File: src/design/sorted_priority_task_queue_core_assert.svh
// ----------------------------------------------------------------------------
// Sorted priority task queue assertion macros
// Shared concurrent assertion forms, clocked on clock and disabled in reset.
// ----------------------------------------------------------------------------
`ifndef SORTED_PRIORITY_TASK_QUEUE_CORE_ASSERT_SVH
`define SORTED_PRIORITY_TASK_QUEUE_CORE_ASSERT_SVH

// Same-cycle implication
`define SPQ_ASSERT_IMP(lbl, ante, cons, msg) \
   lbl: assert property (@(posedge clock) disable iff (reset) (ante) |-> (cons)) \
      else $error(msg);

// Next-cycle implication
`define SPQ_ASSERT_NXT(lbl, ante, cons, msg) \
   lbl: assert property (@(posedge clock) disable iff (reset) (ante) |=> (cons)) \
      else $error(msg);

`endif

File: src/design/spq_pkg.sv
// ----------------------------------------------------------------------------
// Sorted priority task queue package
// Sizes, operation and status codes, and the types shared by the cell chain.
// ----------------------------------------------------------------------------
`default_nettype none

package spq_pkg;

   localparam int CAPACITY      = 64;
   localparam int COUNT_W       = $clog2(CAPACITY + 1);
   localparam int ID_W          = 16;
   localparam int PRIO_W        = 8;
   localparam int OP_W          = 3;
   localparam int STATUS_W      = 3;
   localparam int ENTRY_COUNT_W = 7;

   localparam logic [PRIO_W-1:0] PRIO_MIN = PRIO_W'(1);
   localparam logic [PRIO_W-1:0] PRIO_MAX = PRIO_W'(10);

   typedef enum logic [OP_W-1:0] {
      OP_INSERT = 3'd0,
      OP_POP    = 3'd1,
      OP_REMOVE = 3'd2,
      OP_REPRIO = 3'd3,
      OP_RENAME = 3'd4,
      OP_PEEK   = 3'd5
   } op_type;

   typedef enum logic [STATUS_W-1:0] {
      STATUS_OK        = 3'd0,
      STATUS_EMPTY     = 3'd1,
      STATUS_NOT_FOUND = 3'd2,
      STATUS_FULL      = 3'd3,
      STATUS_BAD_PRIO  = 3'd4
   } status_type;

   // Command broadcast to every cell of the chain
   typedef enum logic [1:0] {
      CMD_HOLD   = 2'd0,
      CMD_REMOVE = 2'd1,
      CMD_INSERT = 2'd2
   } cmd_type;

   typedef struct packed {
      cmd_type             cmd;
      logic [ID_W-1:0]     ins_id;
      logic [PRIO_W-1:0]   ins_prio;
   } chain_ctl_type;

   typedef struct packed {
      logic                valid;
      logic [ID_W-1:0]     id;
      logic [PRIO_W-1:0]   prio;
   } entry_type;

endpackage

`default_nettype wire

File: src/design/spq_cell.sv
// ----------------------------------------------------------------------------
// Sorted priority task queue cell
// One slot of the sorted list: holds an entry, compares it against the key
// and the insert priority, and takes a neighbor's entry on a shift.
// ----------------------------------------------------------------------------
`default_nettype none

module spq_cell
   import spq_pkg::*;
(
   input  wire logic            clock,
   input  wire logic            reset,
   input  wire chain_ctl_type   ctl,
   input  wire logic            shift_en,
   input  wire logic [ID_W-1:0] key_id,
   input  wire logic            left_gt,
   input  wire entry_type       left_entry,
   input  wire entry_type       right_entry,
   output entry_type            entry,
   output logic                 gt,
   output logic                 match
);

   logic              valid_ff;
   logic              valid_in;
   logic [ID_W-1:0]   id_ff;
   logic [ID_W-1:0]   id_in;
   logic [PRIO_W-1:0] prio_ff;
   logic [PRIO_W-1:0] prio_in;

   // Local compares seen by the neighbor and the controller
   assign gt    = valid_ff && (prio_ff > ctl.ins_prio);
   assign match = valid_ff && (id_ff == key_id);
   assign entry = '{valid: valid_ff, id: id_ff, prio: prio_ff};

   // Pick the next content: hold, close a gap, or open one for the new entry
   always_comb begin
      valid_in = valid_ff;
      id_in    = id_ff;
      prio_in  = prio_ff;
      unique case (ctl.cmd)
         CMD_REMOVE: begin
            if (shift_en) begin
               valid_in = right_entry.valid;
               id_in    = right_entry.id;
               prio_in  = right_entry.prio;
            end
         end
         CMD_INSERT: begin
            if (!gt) begin
               if (left_gt) begin
                  valid_in = 1'b1;
                  id_in    = ctl.ins_id;
                  prio_in  = ctl.ins_prio;
               end else begin
                  valid_in = left_entry.valid;
                  id_in    = left_entry.id;
                  prio_in  = left_entry.prio;
               end
            end
         end
         default: begin
         end
      endcase
   end

   // Hold the valid flag
   always_ff @(posedge clock) begin
      if (reset) begin
         valid_ff <= 1'b0;
      end else begin
         valid_ff <= valid_in;
      end
   end

   // Hold the entry payload
   always_ff @(posedge clock) begin
      id_ff   <= id_in;
      prio_ff <= prio_in;
   end

endmodule

`default_nettype wire

File: src/design/spq_chain.sv
// ----------------------------------------------------------------------------
// Sorted priority task queue cell chain
// Row of cells in descending priority order, slot 0 at the head, with the
// match vector and a one-hot read of the selected slot.
// ----------------------------------------------------------------------------
`default_nettype none

module spq_chain
   import spq_pkg::*;
(
   input  wire logic                clock,
   input  wire logic                reset,
   input  wire chain_ctl_type       ctl,
   input  wire logic [CAPACITY-1:0] shift_mask,
   input  wire logic [ID_W-1:0]     key_id,
   input  wire logic [CAPACITY-1:0] sel,
   output logic [CAPACITY-1:0]      match,
   output entry_type                head,
   output logic [PRIO_W-1:0]        sel_prio
);

   entry_type             entries [CAPACITY];
   logic [CAPACITY-1:0]   gts;
   localparam entry_type  EMPTY_ENTRY = '{valid: 1'b0, id: '0, prio: '0};

   // Build the row; the head sees an always-greater left neighbor
   for (genvar k = 0; k < CAPACITY; k++) begin : g_cell
      entry_type left_e;
      entry_type right_e;
      logic      left_g;

      if (k == 0) begin : g_first
         assign left_e = EMPTY_ENTRY;
         assign left_g = 1'b1;
      end else begin : g_inner
         assign left_e = entries[k-1];
         assign left_g = gts[k-1];
      end

      if (k == CAPACITY - 1) begin : g_last
         assign right_e = EMPTY_ENTRY;
      end else begin : g_mid
         assign right_e = entries[k+1];
      end

      spq_cell u_cell (
         .clock       (clock),
         .reset       (reset),
         .ctl         (ctl),
         .shift_en    (shift_mask[k]),
         .key_id      (key_id),
         .left_gt     (left_g),
         .left_entry  (left_e),
         .right_entry (right_e),
         .entry       (entries[k]),
         .gt          (gts[k]),
         .match       (match[k])
      );
   end

   assign head = entries[0];

   // Read the priority of the one selected slot
   always_comb begin
      sel_prio = '0;
      for (int k = 0; k < CAPACITY; k++) begin
         sel_prio = sel_prio | (entries[k].prio & {PRIO_W{sel[k]}});
      end
   end

endmodule

`default_nettype wire

File: config.mk
export PLATFORM = sky130hd
export DESIGN_NAME = spq_chain
export DESIGN_NICKNAME = d
export VERILOG_FILES = /design/src/design/sorted_priority_task_queue_core_assert.svh /design/src/design/spq_pkg.sv /design/src/design/spq_cell.sv /design/src/design/spq_chain.sv
export SDC_FILE = /design/constraint.sdc
export NUM_CORES = 2
export LEC_CHECK = 0
export BUFFER_PORTS_ARGS = -buffer_cell sky130_fd_sc_hd__buf_2
export CAP_MARGIN = 20
export CELL_PAD_IN_SITES_DETAIL_PLACEMENT = 1
export CELL_PAD_IN_SITES_GLOBAL_PLACEMENT = 2
export CORE_ASPECT_RATIO = 1.25
export CORE_MARGIN = 8
export CORE_UTILIZATION = 46
export CTS_BUF_LIST = sky130_fd_sc_hd__clkbuf_16
export CTS_CLUSTER_SIZE = 12
export DETAILED_ROUTE_END_ITERATION = 7
export GPL_TIMING_DRIVEN = 0
export HOLD_SLACK_MARGIN = 0.15
export PLACE_DENSITY_LB_ADDON = 0.2
export SLEW_MARGIN = 20
export SYNTH_ARGS = -nofsm -noshare
export SYNTH_HDL_FRONTEND = slang
export SYNTH_HIERARCHICAL = 1
export SYNTH_SLANG_ARGS = --single-unit
File: constraint.sdc
create_clock -name clock -period 6.8 [get_ports clock]
set_input_delay 0 -clock clock [delete_from_list [all_inputs] [get_ports clock]]
set_output_delay 0 -clock clock [all_outputs]
set_load 0.005 [all_outputs]
# Word level (Yosys, flattened, before mapping)
# Cells that the tools add are included.
[word_totals]
regBits = 1600
out_inout_bits = 97
word_cells = 1535
[classes]
n_lt_le_gt_ge = 64
n_eq_ne = 194
mux = 765
bitwise = 127
reduce_logical = 193
[op_table]
columns = ["cell", "count"]
rows = [
  ["$mux 16", 191],
  ["$pmux 16 s2", 64],
  ["$mux 8", 191],
  ["$eq 16x16->1", 64],
  ["$pmux 8 s2", 64],
  ["$and 8x8->8", 64],
  ["$gt 8x8->1", 64],
  ["$or 8x8->8", 63],
  ["$ne 2x2->1 const B", 128],
  ["$reduce_and 3->1", 64],
  ["$mux 1", 191],
  ["$logic_and 1x1->1", 128],
  ["$pmux 1 s2", 64],
  ["$eq 2x1->1 const B", 1],
  ["$eq 2x2->1 const B", 1],
  ["$reduce_bool 2->1", 1],
]

# Depth between registers and ports, before layout
[logic_depth]
word_depth = 64
ltp_mapped = 11
ltp_nobuf = 10

# Modules after synthesis
# The synthesis kept the hierarchy.
[modules_own_cells]
columns = ["module", "n_inst", "cells_per_inst", "area_per_inst_um2", "seq_area_each_um2"]
rows = [
  ["spq_cell (g_cell[2].u_cell ...)", 42, 167, 1729.2, 740.7],
  ["spq_cell (g_cell[0].u_cell ...)", 22, 167, 1730.4, 740.7],
  ["spq_chain", 1, 362, 2881.5, 0.0],
]

# Least setup slack after synthesis
# No wires, ideal clock.
[synth_path]
path_type = "register -> register"
start = "reg g_cell[0].u_cell.prio_ff[1]"
end = "reg g_cell[0].u_cell.valid_ff"
setup_ns = 0.121
t_arrival_ns = 2.360
required_ns = 6.679
setup_slack_ns = 4.319
path_stages_with_launch = 7
path_buffers = 0
path_cell_list = "edfxtp_1 -> ha_1 -> nor2b_4 -> o211ai_2 -> a21oi_2 -> o41ai_4 -> mux2_4"
[synth_between]
elab_chain_cells = 4
[synth_rtl]
columns = ["item", "line_no", "source"]
rows = [
  ["from (decl)", "spq_cell.sv:28", "logic [PRIO_W-1:0] prio_ff;"],
  ["from (signal assigned)", "spq_cell.sv:79", "prio_ff <= prio_in;"],
  ["$gt 8x8->1", "spq_cell.sv:32", "assign gt = valid_ff && (prio_ff > ctl.ins_prio);"],
  ["$logic_and 1x1->1", "spq_cell.sv:32", ""],
  ["$ne 2x2->1 (no source line)", "--", ""],
  ["$reduce_and 3->1 (no source line)", "--", ""],
  ["to (signal assigned)", "spq_cell.sv:72", "valid_ff <= valid_in;"],
  ["to (decl)", "spq_cell.sv:24", "logic valid_ff;"],
]
# No other way between the ends.
# A chain may end at the register's enable or synchronous reset.

# Worst setup path in the final report
[layout_path]
start = "reg g_cell[17].u_cell.prio_ff[6]"
end = "out sel_prio[6]"
[layout_between]
elab_chain_cells = 48
[layout_rtl]
columns = ["item", "line_no", "source"]
rows = [
  ["from (decl)", "spq_cell.sv:28", ""],
  ["from (signal assigned)", "spq_cell.sv:79", ""],
  ["$and 8x8->8", "spq_chain.sv:67", "sel_prio = sel_prio | (entries[k].prio & {PRIO_W{sel[k]}});"],
  ["$or 8x8->8 (47 in series)", "spq_chain.sv:67", ""],
  ["to (decl)", "spq_chain.sv:19", "output logic [PRIO_W-1:0] sel_prio"],
]
# No other way between the ends.

==> reports/metrics.csv <==
metric,value,unit
antenna_found_initial,105,
worst_setup_path_start_kind,flop,
rr_worst_depth,10,
grt_setup_unrepaired,false,
ctsResizeCount,0,
skew,0.0387,ns
die-height,572,µm
max_freq,211,MHz
place_congestion,1.00,
drc,0,
routed-via-count,100284,
viasPerCell,6.55,
port_buffers,204,
dpl.hpwl,432000,µm
first_global_vias,104955,
core_area,246000,µm²
power,34300,µW
crit_chain,a22o_1 > a221oi_1 > nand4_1 > or4_1 > buf_2,
clock-sinks,1600,
rows,204,
layout_commonest_cell,nand2_1,
fill_cells,26962,
required,6.80,ns
crit_fanout,4,
worst_hold_slack,0.204,ns
endpoint,sel_prio[6],
maxCapViolations,0,
irDropWorstVdd,0.232,mV
tritoncts,done,
drt_iter0_drc,10525,
worstSetupPathType,reg -> out,
hold_viol,0,
r2r_end,g_cell[22].u_cell/id_ff[7]$_DFFE_PP_,
grtUsageTotal,0.416,
period_share,0.698,
highest_layer,met5,
setup_viol,0,
outcome,finished clean,
die_area,263000,µm²
fin_nets,12469,
drtPass1Iterations,7,
critPathTopFamily,simple AND/OR/NAND/NOR gates,
drt-met1-wl,194000,µm
drv_slew,0,
critPathSlowestCell,a221oi_1,
syn_to_final_growth,13.9,%
grt_pass1_wl,784000,µm
grt_overflow,0,
cts_root_buffer,clkbuf_16,
tightest_slew,1.29,ns
startpoint,g_cell[17].u_cell/prio_ff[6]$_DFFE_PP_,
postSynthAreaPerCell,10.3,µm²
p_leak,0.0484,µW
clock_latency,0.92,ns
grt_max_degree,80,
crit_buf_inv,1,
critical-path-max-stage-delay,0.97,ns
syn-cell-area,114000,µm²
holdCritPathClass,in -> reg,
clockBufferDepth,4,
cp-end-kind,output pin,
reg2reg_from,g_cell[21].u_cell/prio_ff[1]$_DFFE_PP_,
syn_inst,11048,
dr_wl_met3,50700,µm
wl_per_cell,37.3,µm
start_util,0.461,
finalCriticalPeriod,4.74,ns
drive_gt1_frac,0.130,
num_io_pins,269,
mostFrequentLayoutCells,"nand2_1 (1728), o21ai_1 (1600), edfxtp_1 (1536)",
dr_wl_met2,263000,µm
rrSetupSlack,3.08,ns
final_antenna_net_count,0,
totalWireLength,572000,µm
clk_pin_slew,0.06,ns
numCtsBuffers,194,
max-slew-margin-rel,0.143,
yosys_warnings,6,
powerDensity,265,nW/µm²
htree_levels,4,
arrival,4.74,ns
chipWidth,460,µm
crit_cells,5,
-- metrics by stage --
stage               instances  setup slack, ns   util  area, µm²  TNS [ns]
detailed placement      14781             3.03  0.496     122000         0
floorplan               11097             4.32      -     114000         0
finish                  15304             2.06  0.525     129000         0
CTS                     15234             2.40  0.524     129000         0
global placement        14597            -1.14  0.483     119000   -691.94
global route            15252             2.34  0.525     129000         0
-- layout make-up --
type	instances	area [µm²]	area share
multi-input combinational	8345	61300	0.474
buffer	640	3140	0.0243
clock inverter	153	1130	0.00871
inverter	512	1920	0.0149
tap	3296	4120	0.0319
antenna	70	175	0.00135
sequential	1600	47400	0.366
timing repair buffer	492	5250	0.0406
clock buffer	196	4900	0.0379
-- tightest hold or removal path, delay by kind of cell --
kind	cells	cell delay, ns
and+or+nand+nor	1	0.20
AOI/OAI and AO/OA	2	0.15
buffers and inverters	2	0.61
-- state kept, by name, summed over array words and instances, names as in the netlist --
signal	count
g_cell.u_cell/valid_ff	64
g_cell.u_cell/id_ff	1024
g_cell.u_cell/prio_ff	512
-- repair_timing --
| item | CTS | global route |
|---|---|---|
| endpoints found under the hold margin | 2696 | 0 |
| setup buffers | 0 | 0 |
| hold buffers | 104 | 0 |
-- how the worst min path moves through the flow --
stage                                              startpoint                                      to  slack [ns]  cells past startpoint
after floorplan                                    key_id[12]                               match[63]        0.14                      3
after global placement    g_cell[0].u_cell/id_ff[9]$_DFFE_PP_                                head[17]        0.50                      1
after detailed placement                       shift_mask[41]  g_cell[41].u_cell/prio_ff[1]$_DFFE_PP_        0.49                      4
after CTS                                      shift_mask[61]  g_cell[61].u_cell/prio_ff[0]$_DFFE_PP_        0.17                      5
after global routing                           shift_mask[28]  g_cell[28].u_cell/prio_ff[3]$_DFFE_PP_        0.24                      5
final                                          shift_mask[28]  g_cell[28].u_cell/prio_ff[3]$_DFFE_PP_        0.20                      5
-- power breakdown --
group / internal, µW / switching [µW]
combinational: 3280 / 5030
sequential: 12800 / 2850
clock: 5810 / 4580
-- layer usage --
metal / global-route usage / vias up
li1: - / 41760
met1: 0.444 / 50095
met2: 0.676 / 5937
met3: 0.102 / 2460
met4: 0.387 / 32
met5: 0 / -
Note: power is estimated with default switching activity, not from simulation.
